**config.mk**
```make
export PLATFORM = sky130hd
export DESIGN_NAME = pid_controller_clamped_unit_flat
export DESIGN_NICKNAME = d
export VERILOG_FILES = /design/src/design/pidc_pkg.sv /design/src/design/pidc_in_if.sv /design/src/design/pidc_out_if.sv /design/src/design/pid_controller_clamped_unit.sv /design/src/design/pidc_div.sv /design/src/design/pidc_mul.sv /design/src/flat_wrapper.sv
export SDC_FILE = /design/constraint.sdc
export NUM_CORES = 2
export LEC_CHECK = 0
export BUFFER_PORTS_ARGS = -buffer_cell sky130_fd_sc_hd__buf_2
export CAP_MARGIN = 20
export CORE_MARGIN = 2
export CORE_UTILIZATION = 34
export DETAILED_ROUTE_END_ITERATION = 12
export PLACE_DENSITY = 0.54
export SLEW_MARGIN = 40
export SYNTH_ARGS = -nofsm -noshare
export SYNTH_HDL_FRONTEND = slang
export SYNTH_HIERARCHICAL = 1
export SYNTH_SLANG_ARGS = --single-unit
```
**constraint.sdc**
```tcl
create_clock -name clk_i -period 8.5 [get_ports clk_i]
set_input_delay 1.7 -clock clk_i [delete_from_list [all_inputs] [get_ports clk_i]]
set_output_delay 1.7 -clock clk_i [all_outputs]
set_load 0.05 [all_outputs]
```
**src/design/pidc_pkg.sv**
```systemverilog
// Shared constants and codes of the clamped PID controller.
package pidc_pkg;

  // Fixed field widths.
  localparam int KIND_W    = 2;
  localparam int TIME_W    = 32;
  localparam int PERIOD_W  = 16;
  localparam int CFG_IDX_W = 3;

  // Fractional bits of the gain format and the product magnitude limit exponent.
  localparam int FRAC_BITS = 16;
  localparam int SAT_EXP   = 60;

  // Register reset values.
  localparam longint PROP_RST   = 65536;
  localparam longint HIGH_RST   = 16711680;
  localparam int     PERIOD_RST = 100;

  // Configuration register indexes.
  typedef enum logic [CFG_IDX_W-1:0] {
    CFG_PROP   = 3'd0,
    CFG_INTEG  = 3'd1,
    CFG_DERIV  = 3'd2,
    CFG_LOW    = 3'd3,
    CFG_HIGH   = 3'd4,
    CFG_PERIOD = 3'd5,
    CFG_REV    = 3'd6
  } cfg_idx_e;

  // Item kinds.
  typedef enum logic [KIND_W-1:0] {
    KIND_SAMPLE = 2'd0,
    KIND_AUTO   = 2'd1,
    KIND_MANUAL = 2'd2
  } kind_e;

endpackage

```
**src/design/pidc_in_if.sv**
```systemverilog
// Input channel of the PID controller: valid, ready and one item.
interface pidc_in_if #(
  parameter int VALUE_WIDTH = 32
);
  logic                               valid;
  logic                               ready;
  logic [pidc_pkg::KIND_W-1:0]        kind;
  logic [pidc_pkg::TIME_W-1:0]        now_ms;
  logic signed [VALUE_WIDTH-1:0]      measurement;
  logic signed [VALUE_WIDTH-1:0]      setpoint;
  logic signed [VALUE_WIDTH-1:0]      manual_output;

  modport source (output valid, kind, now_ms, measurement, setpoint, manual_output,
                  input ready);
  modport sink   (input valid, kind, now_ms, measurement, setpoint, manual_output,
                  output ready);
endinterface

```
**src/design/pidc_out_if.sv**
```systemverilog
// Output channel of the PID controller: valid, ready and one result.
interface pidc_out_if #(
  parameter int VALUE_WIDTH = 32
);
  logic                          valid;
  logic                          ready;
  logic signed [VALUE_WIDTH-1:0] drive;
  logic                          updated;
  logic                          automatic_res;

  modport source (output valid, drive, updated, automatic_res, input ready);
  modport sink   (input valid, drive, updated, automatic_res, output ready);
endinterface

```
**src/design/pid_controller_clamped_unit.sv**
```systemverilog
// Top level of the clamped PID controller with derivative on measurement.
//
//   Port      | Dir | Handshake        | Contents
//   in_if     | in  | valid/ready      | kind, now_ms, measurement, setpoint, manual_output
//   out_if    | out | valid/ready      | drive, updated, automatic_res
//   cfg_*_i   | in  | write enable     | register index and write data
//
// A mode item or a sample that causes no update goes from idle to the final state.
// An updating sample occupies the block through the bit-serial divider for the
// derivative, then three passes of the shared bit-serial gain multiplier. Reset
// clears the sequencer, controller state and configuration, not the payload
// registers. A new item is taken while a finished result waits in the output
// register; a stalled output holds the block in its final state until it frees.
module pid_controller_clamped_unit #(
  parameter int VALUE_WIDTH = 32,
  parameter int GAIN_WIDTH  = 24
) (
  input  logic clk_i,
  input  logic rst_ni,
  input  logic cfg_we_i,
  input  logic [pidc_pkg::CFG_IDX_W-1:0] cfg_idx_i,
  input  logic [((VALUE_WIDTH > GAIN_WIDTH) ? VALUE_WIDTH : GAIN_WIDTH)-1:0] cfg_data_i,
  pidc_in_if.sink    in_if,
  pidc_out_if.source out_if
);

  localparam int VW   = VALUE_WIDTH;
  localparam int GW   = GAIN_WIDTH;
  localparam int EW   = VW + 1;
  localparam int SHW  = EW + GW - pidc_pkg::FRAC_BITS;
  localparam int RMW  = (SHW < pidc_pkg::SAT_EXP + 1) ? SHW : pidc_pkg::SAT_EXP + 1;
  localparam int TW   = RMW + 1;
  localparam int AW   = ((RMW > VW) ? RMW : VW) + 3;
  localparam int TMW  = pidc_pkg::TIME_W;

  typedef enum logic [5:0] {
    ST_IDLE  = 6'b000001,
    ST_DIV   = 6'b000010,
    ST_MUL_I = 6'b000100,
    ST_MUL_P = 6'b001000,
    ST_MUL_D = 6'b010000,
    ST_FIN   = 6'b100000
  } state_e;

  state_e st_q;

  // Configuration registers.
  logic [GW-1:0]                    kp_q, ki_q, kd_q;
  logic signed [VW-1:0]             low_q, high_q;
  logic [pidc_pkg::PERIOD_W-1:0]    period_q;
  logic                             rev_q;

  // Controller state.
  logic                             auto_q;
  logic                             first_q;
  logic signed [VW-1:0]             integ_q;
  logic signed [VW-1:0]             prev_q;
  logic [TMW-1:0]                   last_q;

  // Working registers of one update.
  logic signed [EW-1:0]             err_q;
  logic signed [EW-1:0]             diff_q;
  logic [EW-1:0]                    deriv_q;
  logic [TMW-1:0]                   dt_q;
  logic signed [AW-1:0]             acc_q;
  logic                             start_q;
  logic                             start_d;
  logic signed [VW-1:0]             res_drive_q;
  logic                             res_upd_q;

  // Output register.
  logic                             out_valid_q;
  logic signed [VW-1:0]             drive_q;
  logic                             upd_q;
  logic                             autores_q;

  logic                             in_acc;
  logic                             out_free;
  logic [TMW-1:0]                   elapsed;
  logic [TMW-1:0]                   dt_raw;
  logic                             due;
  logic [EW-1:0]                    err_mag;
  logic [EW-1:0]                    diff_mag;
  logic                             div_done;
  logic [EW-1:0]                    quo;
  logic                             mul_done;
  logic signed [TW-1:0]             term;
  logic [EW-1:0]                    mul_mag;
  logic [GW-1:0]                    mul_gain;
  logic                             mul_neg;
  logic signed [AW-1:0]             cl_in;
  logic signed [AW-1:0]             cl_lo, cl_hi;
  logic signed [VW-1:0]             cl_out;

  assign in_if.ready = (st_q == ST_IDLE);
  assign in_acc      = in_if.valid && (st_q == ST_IDLE);
  assign out_free    = !out_valid_q || out_if.ready;

  // Update timing and operand magnitudes.
  always_comb begin
    elapsed  = in_if.now_ms - last_q;
    due      = first_q || (elapsed >= TMW'(period_q));
    dt_raw   = first_q ? TMW'(period_q) : elapsed;
    err_mag  = err_q[EW-1] ? $unsigned(-err_q) : $unsigned(err_q);
    diff_mag = diff_q[EW-1] ? $unsigned(-diff_q) : $unsigned(diff_q);
  end

  // Start pulse for the divider or the multiplier as each step begins.
  always_comb begin
    start_d = 1'b0;
    unique case (st_q)
      ST_IDLE:  start_d = in_acc && (in_if.kind == pidc_pkg::KIND_SAMPLE) && auto_q && due;
      ST_DIV:   start_d = div_done;
      ST_MUL_I: start_d = mul_done;
      ST_MUL_P: start_d = mul_done;
      default:  start_d = 1'b0;
    endcase
  end

  // Operand selection for the shared multiplier.
  always_comb begin
    mul_mag  = err_mag;
    mul_gain = kp_q;
    mul_neg  = err_q[EW-1] ^ rev_q;
    case (st_q)
      ST_MUL_I: mul_gain = ki_q;
      ST_MUL_D: begin
        mul_mag  = deriv_q;
        mul_gain = kd_q;
        mul_neg  = diff_q[EW-1] ^ rev_q;
      end
      default: mul_gain = kp_q;
    endcase
  end

  // Shared clamp to the output limits; above the upper limit wins.
  always_comb begin
    case (st_q)
      ST_MUL_I: cl_in = AW'(integ_q) + AW'(term);
      ST_MUL_D: cl_in = acc_q - AW'(term);
      default:  cl_in = AW'(in_if.manual_output);
    endcase
    cl_lo = AW'(low_q);
    cl_hi = AW'(high_q);
    if (cl_in > cl_hi) begin
      cl_out = high_q;
    end else if (cl_in < cl_lo) begin
      cl_out = low_q;
    end else begin
      cl_out = VW'(cl_in);
    end
  end

  pidc_div #(
    .NUM_W (EW),
    .DEN_W (TMW)
  ) u_div (
    .clk_i   (clk_i),
    .rst_ni  (rst_ni),
    .start_i (start_q && (st_q == ST_DIV)),
    .num_i   (diff_mag),
    .den_i   (dt_q),
    .done_o  (div_done),
    .quo_o   (quo)
  );

  pidc_mul #(
    .MAG_W  (EW),
    .GAIN_W (GW),
    .TERM_W (TW)
  ) u_mul (
    .clk_i   (clk_i),
    .rst_ni  (rst_ni),
    .start_i (start_q && (st_q != ST_DIV)),
    .mag_i   (mul_mag),
    .gain_i  (mul_gain),
    .neg_i   (mul_neg),
    .done_o  (mul_done),
    .term_o  (term)
  );

  // Configuration writes.
  always_ff @(posedge clk_i or negedge rst_ni) begin
    if (!rst_ni) begin
      kp_q     <= GW'(pidc_pkg::PROP_RST);
      ki_q     <= '0;
      kd_q     <= '0;
      low_q    <= '0;
      high_q   <= VW'(pidc_pkg::HIGH_RST);
      period_q <= pidc_pkg::PERIOD_W'(pidc_pkg::PERIOD_RST);
      rev_q    <= 1'b0;
    end else if (cfg_we_i) begin
      unique case (cfg_idx_i)
        pidc_pkg::CFG_PROP:   kp_q     <= cfg_data_i[GW-1:0];
        pidc_pkg::CFG_INTEG:  ki_q     <= cfg_data_i[GW-1:0];
        pidc_pkg::CFG_DERIV:  kd_q     <= cfg_data_i[GW-1:0];
        pidc_pkg::CFG_LOW:    low_q    <= $signed(cfg_data_i[VW-1:0]);
        pidc_pkg::CFG_HIGH:   high_q   <= $signed(cfg_data_i[VW-1:0]);
        pidc_pkg::CFG_PERIOD: period_q <= cfg_data_i[pidc_pkg::PERIOD_W-1:0];
        pidc_pkg::CFG_REV:    rev_q    <= cfg_data_i[0];
        default: ;
      endcase
    end
  end

  // Sequencer and controller state.
  always_ff @(posedge clk_i or negedge rst_ni) begin
    if (!rst_ni) begin
      st_q        <= ST_IDLE;
      start_q     <= 1'b0;
      auto_q      <= 1'b0;
      first_q     <= 1'b1;
      integ_q     <= '0;
      prev_q      <= '0;
      last_q      <= '0;
      out_valid_q <= 1'b0;
      res_upd_q   <= 1'b0;
    end else begin
      start_q <= start_d;
      // The result register fills from the final step and empties on a handshake.
      if ((st_q == ST_FIN) && out_free) begin
        out_valid_q <= 1'b1;
      end else if (out_valid_q && out_if.ready) begin
        out_valid_q <= 1'b0;
      end
      unique case (st_q)
        ST_IDLE: begin
          if (in_acc) begin
            res_upd_q <= 1'b0;
            case (in_if.kind)
              pidc_pkg::KIND_AUTO: begin
                if (!auto_q) begin
                  integ_q <= cl_out;
                  prev_q  <= in_if.measurement;
                end
                auto_q <= 1'b1;
                st_q   <= ST_FIN;
              end
              pidc_pkg::KIND_MANUAL: begin
                auto_q <= 1'b0;
                st_q   <= ST_FIN;
              end
              pidc_pkg::KIND_SAMPLE: begin
                if (auto_q && due) begin
                  prev_q  <= in_if.measurement;
                  last_q  <= in_if.now_ms;
                  first_q <= 1'b0;
                  st_q    <= ST_DIV;
                end else begin
                  st_q <= ST_FIN;
                end
              end
              default: st_q <= ST_FIN;
            endcase
          end
        end
        ST_DIV: begin
          if (div_done) begin
            st_q <= ST_MUL_I;
          end
        end
        ST_MUL_I: begin
          if (mul_done) begin
            integ_q <= cl_out;
            st_q    <= ST_MUL_P;
          end
        end
        ST_MUL_P: begin
          if (mul_done) begin
            st_q <= ST_MUL_D;
          end
        end
        ST_MUL_D: begin
          if (mul_done) begin
            res_upd_q <= 1'b1;
            st_q      <= ST_FIN;
          end
        end
        ST_FIN: begin
          if (out_free) begin
            st_q <= ST_IDLE;
          end
        end
        default: st_q <= ST_IDLE;
      endcase
    end
  end

  // Payload registers of an update and of the result.
  always_ff @(posedge clk_i) begin
    if (in_acc) begin
      err_q       <= EW'(in_if.setpoint) - EW'(in_if.measurement);
      diff_q      <= EW'(in_if.measurement) - EW'(prev_q);
      dt_q        <= (dt_raw == '0) ? TMW'(1) : dt_raw;
      res_drive_q <= '0;
    end
    if ((st_q == ST_DIV) && div_done) begin
      deriv_q <= quo;
    end
    if ((st_q == ST_MUL_P) && mul_done) begin
      acc_q <= AW'(term) + AW'(integ_q);
    end
    if ((st_q == ST_MUL_D) && mul_done) begin
      res_drive_q <= cl_out;
    end
    if ((st_q == ST_FIN) && out_free) begin
      drive_q   <= res_drive_q;
      upd_q     <= res_upd_q;
      autores_q <= auto_q;
    end
  end

  assign out_if.valid         = out_valid_q;
  assign out_if.drive         = drive_q;
  assign out_if.updated       = upd_q;
  assign out_if.automatic_res = autores_q;

  // The multiplier reports a result only while the sequencer waits for one.
  assert property (@(posedge clk_i) disable iff (!rst_ni)
    mul_done |-> (st_q == ST_MUL_I || st_q == ST_MUL_P || st_q == ST_MUL_D))
    else $error("multiplier finished outside a multiply step");

  // The divider reports a result only in the divide step.
  assert property (@(posedge clk_i) disable iff (!rst_ni)
    div_done |-> (st_q == ST_DIV))
    else $error("divider finished outside the divide step");

  // A result without an update carries a zero drive.
  assert property (@(posedge clk_i) disable iff (!rst_ni)
    (out_valid_q && !upd_q) |-> (drive_q == '0))
    else $error("drive is nonzero on a result without update");

  // An updated drive lies within ordered limits.
  assert property (@(posedge clk_i) disable iff (!rst_ni)
    (out_valid_q && upd_q && (low_q <= high_q)) |-> (drive_q >= low_q && drive_q <= high_q))
    else $error("updated drive outside the output limits");

endmodule

```
**src/design/pidc_div.sv**
```systemverilog
// Restoring divider that develops one quotient bit per cycle.
module pidc_div #(
  parameter int NUM_W = 33,
  parameter int DEN_W = 32
) (
  input  logic             clk_i,
  input  logic             rst_ni,
  input  logic             start_i,
  input  logic [NUM_W-1:0] num_i,
  input  logic [DEN_W-1:0] den_i,
  output logic             done_o,
  output logic [NUM_W-1:0] quo_o
);

  localparam int CNT_W = (NUM_W > 1) ? $clog2(NUM_W) : 1;

  logic [NUM_W-1:0] num_q;
  logic [DEN_W-1:0] den_q;
  logic [DEN_W-1:0] rem_q;
  logic [CNT_W-1:0] cnt_q;
  logic             busy_q;
  logic             done_q;
  logic [DEN_W:0]   trial;
  logic [DEN_W:0]   shifted;

  // Trial subtraction of the divisor from the partial remainder.
  always_comb begin
    shifted = {rem_q, num_q[NUM_W-1]};
    trial   = shifted - {1'b0, den_q};
  end

  // Control: count the quotient bits.
  always_ff @(posedge clk_i or negedge rst_ni) begin
    if (!rst_ni) begin
      busy_q <= 1'b0;
      done_q <= 1'b0;
      cnt_q  <= '0;
    end else begin
      done_q <= busy_q && (cnt_q == CNT_W'(NUM_W - 1));
      if (start_i) begin
        busy_q <= 1'b1;
        cnt_q  <= '0;
      end else if (busy_q) begin
        cnt_q <= cnt_q + CNT_W'(1);
        if (cnt_q == CNT_W'(NUM_W - 1)) begin
          busy_q <= 1'b0;
        end
      end
    end
  end

  // Datapath: the dividend shifts out as the quotient shifts in.
  always_ff @(posedge clk_i) begin
    if (start_i) begin
      num_q <= num_i;
      den_q <= den_i;
      rem_q <= '0;
    end else if (busy_q) begin
      if (!trial[DEN_W]) begin
        rem_q <= trial[DEN_W-1:0];
        num_q <= {num_q[NUM_W-2:0], 1'b1};
      end else begin
        rem_q <= shifted[DEN_W-1:0];
        num_q <= {num_q[NUM_W-2:0], 1'b0};
      end
    end
  end

  assign done_o = done_q;
  assign quo_o  = num_q;

endmodule

```
**src/design/pidc_mul.sv**
```systemverilog
// Shift-and-add gain multiplier, one gain bit per cycle, with scaling and saturation.
module pidc_mul #(
  parameter int MAG_W  = 33,
  parameter int GAIN_W = 24,
  parameter int TERM_W = 42
) (
  input  logic                     clk_i,
  input  logic                     rst_ni,
  input  logic                     start_i,
  input  logic [MAG_W-1:0]         mag_i,
  input  logic [GAIN_W-1:0]        gain_i,
  input  logic                     neg_i,
  output logic                     done_o,
  output logic signed [TERM_W-1:0] term_o
);

  localparam int PW    = MAG_W + GAIN_W;
  localparam int SHW   = PW - pidc_pkg::FRAC_BITS;
  localparam int MW    = (SHW > pidc_pkg::SAT_EXP + 1) ? SHW : pidc_pkg::SAT_EXP + 1;
  localparam int RMW   = TERM_W - 1;
  localparam int CNT_W = (GAIN_W > 1) ? $clog2(GAIN_W) : 1;

  logic [PW-1:0]            acc_q;
  logic [MAG_W-1:0]         mag_q;
  logic [GAIN_W-1:0]        gain_q;
  logic                     neg_q;
  logic [CNT_W-1:0]         cnt_q;
  logic                     busy_q;
  logic                     fin_q;
  logic                     done_q;
  logic signed [TERM_W-1:0] term_q;
  logic [MW-1:0]            scaled;
  logic [MW-1:0]            capped;
  logic [RMW:0]             mag_ext;

  // Drop the fraction bits and hold the magnitude at the limit.
  always_comb begin
    scaled  = MW'(acc_q[PW-1:pidc_pkg::FRAC_BITS]);
    capped  = (scaled > (MW'(1) << pidc_pkg::SAT_EXP)) ? (MW'(1) << pidc_pkg::SAT_EXP)
                                                        : scaled;
    mag_ext = {1'b0, capped[RMW-1:0]};
  end

  // Control: one gain bit per cycle, then the final scaling registered through fin_q.
  always_ff @(posedge clk_i or negedge rst_ni) begin
    if (!rst_ni) begin
      busy_q <= 1'b0;
      fin_q  <= 1'b0;
      done_q <= 1'b0;
      cnt_q  <= '0;
    end else begin
      fin_q  <= busy_q && (cnt_q == CNT_W'(GAIN_W - 1));
      done_q <= fin_q;
      if (start_i) begin
        busy_q <= 1'b1;
        cnt_q  <= '0;
      end else if (busy_q) begin
        cnt_q <= cnt_q + CNT_W'(1);
        if (cnt_q == CNT_W'(GAIN_W - 1)) begin
          busy_q <= 1'b0;
        end
      end
    end
  end

  // Datapath: accumulate from the most significant gain bit down.
  always_ff @(posedge clk_i) begin
    if (start_i) begin
      acc_q  <= '0;
      mag_q  <= mag_i;
      gain_q <= gain_i;
      neg_q  <= neg_i;
    end else if (busy_q) begin
      acc_q  <= (acc_q << 1) + (gain_q[GAIN_W-1] ? PW'(mag_q) : '0);
      gain_q <= gain_q << 1;
    end
    if (fin_q) begin
      term_q <= neg_q ? -$signed(mag_ext) : $signed(mag_ext);
    end
  end

  assign done_o = done_q;
  assign term_o = term_q;

endmodule

```
**src/flat_wrapper.sv**
```systemverilog
// flat-port wrapper written by rule: the top's interface ports become plain ports
module pid_controller_clamped_unit_flat 
#(
  parameter int VALUE_WIDTH = 32,
  parameter int GAIN_WIDTH  = 24
)
  (clk_i, rst_ni, cfg_we_i, cfg_idx_i, cfg_data_i, in_if_valid, in_if_kind, in_if_now_ms, in_if_measurement, in_if_setpoint, in_if_manual_output, in_if_ready, out_if_valid, out_if_drive, out_if_updated, out_if_automatic_res, out_if_ready);
  pidc_in_if #(.VALUE_WIDTH(VALUE_WIDTH)) in_if_i ();
  pidc_out_if #(.VALUE_WIDTH(VALUE_WIDTH)) out_if_i ();
  input  logic clk_i;
  input  logic rst_ni;
  input  logic cfg_we_i;
  input  logic [pidc_pkg::CFG_IDX_W-1:0] cfg_idx_i;
  input  logic [((VALUE_WIDTH > GAIN_WIDTH) ? VALUE_WIDTH : GAIN_WIDTH)-1:0] cfg_data_i;
  input wire logic [$bits(in_if_i.valid)-1:0] in_if_valid;
  input wire logic [$bits(in_if_i.kind)-1:0] in_if_kind;
  input wire logic [$bits(in_if_i.now_ms)-1:0] in_if_now_ms;
  input wire logic [$bits(in_if_i.measurement)-1:0] in_if_measurement;
  input wire logic [$bits(in_if_i.setpoint)-1:0] in_if_setpoint;
  input wire logic [$bits(in_if_i.manual_output)-1:0] in_if_manual_output;
  output wire logic [$bits(in_if_i.ready)-1:0] in_if_ready;
  output wire logic [$bits(out_if_i.valid)-1:0] out_if_valid;
  output wire logic [$bits(out_if_i.drive)-1:0] out_if_drive;
  output wire logic [$bits(out_if_i.updated)-1:0] out_if_updated;
  output wire logic [$bits(out_if_i.automatic_res)-1:0] out_if_automatic_res;
  input wire logic [$bits(out_if_i.ready)-1:0] out_if_ready;
  assign in_if_i.valid = in_if_valid;
  assign in_if_i.kind = in_if_kind;
  assign in_if_i.now_ms = in_if_now_ms;
  assign in_if_i.measurement = in_if_measurement;
  assign in_if_i.setpoint = in_if_setpoint;
  assign in_if_i.manual_output = in_if_manual_output;
  assign in_if_ready = in_if_i.ready;
  assign out_if_valid = out_if_i.valid;
  assign out_if_drive = out_if_i.drive;
  assign out_if_updated = out_if_i.updated;
  assign out_if_automatic_res = out_if_i.automatic_res;
  assign out_if_i.ready = out_if_ready;
  pid_controller_clamped_unit #(.VALUE_WIDTH(VALUE_WIDTH), .GAIN_WIDTH(GAIN_WIDTH)) u_core (.clk_i(clk_i), .rst_ni(rst_ni), .cfg_we_i(cfg_we_i), .cfg_idx_i(cfg_idx_i), .cfg_data_i(cfg_data_i), .in_if(in_if_i), .out_if(out_if_i));
endmodule
```
==> metrics.txt <==
Die Footprint 0.145 mm^2; most frequent CP cell nor2_1; num ports 206; Max-Cap Viols 0; wire per inst 20.1 um; die span in y 381 um; required time of the critical path 8920 ps; Most used DFF post-synth edfxtp_1; Startpoint Class flop; share of layout cells above drive strength 1 0.140; Post-synth EDFFs 405; Post-synth top cells nand2_1, edfxtp_1, ha_1; Pwr per Cell Area 328 mW/mm^2; pre-CTS setup slack 1430 ps; Initial DRC Count 2509; Worst Path Buf+Inv 4; RSZ-0062 raised after global routing false; min-delay worst type flop to flop; Worst Path Arrival 7590 ps; clock tree root driver cell clkbuf_16; Synth area leaders edfxtp_1, dfrtp_1, ha_1; Yosys Warn Count 6; post-layout util 0.385; Clock transition at path regs 60 ps; slowest CP cell a2111oi_2; nets 5528; Syn Area/Cell 9.98 um^2; Mapped Nets 5375; ys async rst share 0.358; first-pass GRT wire length 216000 um; post-synth top area share 0.252; post-DP HPWL 107000 um; CTS sink cnt 770; Mapped Cells 4842; # hold bufs at CTS 0; maximum VDD drop 0.000174 V; routability cong. 0.909; GRT Total Usage 0.190; vias in the first global route 36134; sequential-to-total area share from yosys stat 0.432; Fmax 140 MHz; count of final hold-check violations 0; row count 138; Max Root-Sink Buffers 3; die width 381 um; vias post-DR 36865; CTS buffer count 91; fin crit period 7160 ps; final setup margin 1340 ps; Worst Setup End Kind flop; area leader, netlist edfxtp_1; mapped cell area 0.0483 mm^2; DRC violations left 0; IO Port Bufs 205; largest net degree at the start of global routing 90; initial antenna violation count 20; vias per cell 5.28; count leader, synth nand2_1; Tightest Pin Transition 871 ps; core area 0.141 mm^2; Total Neg Setup Slack 0 ps; GRT overflow 0; # setup viols final 0; Slew headroom 0.415; total leakage power 22.9 nW; wirelength, routed 140000 um; First-pass DRT Iterations 6; Crit path max-delay family compound AO/OA/AOI/OAI gates; clk_lat worst skew 710 ps; critical setup path kind flop to flop; Post-CTS Setup Bufs 0; CTS tree built; area grow syn2layout 12.6%; # resized after CTS 0; Slew Limit Fails 0; htree depth 3; status finished clean; CP peak stage delay 610 ps; Yosys reg bits 770; Initial Util 0.342; worst clock skew 28.3 ps; fin crit share 0.843; Max Fanout on Critical Path 49; Cell variety after synth 105; Routed Antenna Nets 0
==> per-layer routing <==
metal	global-route usage	share of wire	vias up
li1	-	-	17942
met2	0.309	0.45	914
met4	0.0556	0.029	6
met5	0	0.00027	-
met3	0.0278	0.049	200
met1	0.262	0.47	17803
==> power breakdown <==
group | total (W) | leakage (nW) | internal (W) | switching [W]
clock | 0.00392 | 1.46 | 0.00227 | 0.00165
combinational | 0.00779 | 13.7 | 0.00314 | 0.00465
sequential | 0.00616 | 7.71 | 0.00528 | 0.000876
total | 0.0179 | 22.9 | 0.0107 | 0.00718
==> state kept, by name (all words and copies together), names as in the netlist, 32 cells and up <==
signal / flops
u_core/acc_q: 43
u_core/out_if.drive: 32
u_core/err_q: 33
u_core/u_mul/term_o: 42
u_core/high_q: 32
u_core/u_div/rem_q: 32
u_core/u_mul/acc_q: 57
u_core/deriv_q: 33
u_core/u_div/quo_o: 33
u_core/prev_q: 32
u_core/integ_q: 32
u_core/dt_q: 32
u_core/res_drive_q: 32
u_core/u_mul/mag_q: 33
u_core/u_div/den_q: 32
u_core/low_q: 32
u_core/last_q: 32
u_core/diff_q: 33
==> path summary, 6_finish.rpt <==
kind | startpoint | to | slack, ps | cells after the start
max reg2reg | u_core/acc_q[0] | u_core/res_drive_q[17] | 1340 | 27
min | u_core/dt_q[20] | u_core/u_div/den_q[20] | 420 | 0
max in group asynchronous | rst_ni | u_core/prev_q[31] | 6270 | 3
max | u_core/acc_q[0] | u_core/res_drive_q[17] | 1340 | 27
min reg2reg | u_core/dt_q[20] | u_core/u_div/den_q[20] | 420 | 0
min in group asynchronous | rst_ni | u_core/kp_q[6] | 950 | 1
==> placed cells by master, fill, tap and decap left out, types with 31 or more instances in the layout <==
cell type and n:
nor3_1 64, dfrtp_1 260, buf_4 31, clkbuf_16 91, and3_1 46, ha_1 356
mux2_2 200, buf_2 204, nand4_1 67, mux2i_1 86, nand3_1 78, a211oi_1 64
nor2_1 317, edfxtp_1 405, inv_1 351, a22oi_1 36, nand2_1 415, dfxtp_1 89
xor2_1 127, o211ai_1 31, xnor2_1 196, nor2b_1 46, a21o_1 148, nand2b_1 42
a21oi_1 326, o31ai_1 37, o21ai_0 270, or3_1 37, o21a_1 44, and2_1 59
==> final cells by class <==
cell class | instances | area [um^2]
fill | 14069 | 87000
clock inverter | 51 | 514
antenna | 15 | 37.5
inverter | 355 | 1340
multi-input combinational | 3530 | 25400
sequential | 770 | 20900
clock buffer | 119 | 2470
timing repair buffer | 247 | 1460
tap | 1890 | 2360
==> metrics by stage <==
| stage | hold slack (ps) | cells | cell area [um^2] | total power [W] |
|---|---|---|---|---|
| global placement | 404 | 6785 | 51300 | 0.0138 |
| global route | 424 | 6963 | 54400 | 0.0191 |
| floorplan | 400 | 4842 | 48300 | 0.0118 |
| CTS | 415 | 6962 | 54400 | 0.0179 |
| finish | 415 | 6977 | 54500 | 0.0179 |
| detailed placement | 405 | 6792 | 51400 | 0.0139 |
==> cells by family after synthesis <==
group           synth area share
xor+xnor                  0.0585
compound gates             0.166
fa+ha+maj                 0.0950
buf+inv                   0.0448
flops                      0.432
mux                       0.0731
simple gates               0.131
No activity file was read; power rests on OpenSTA's default activity.
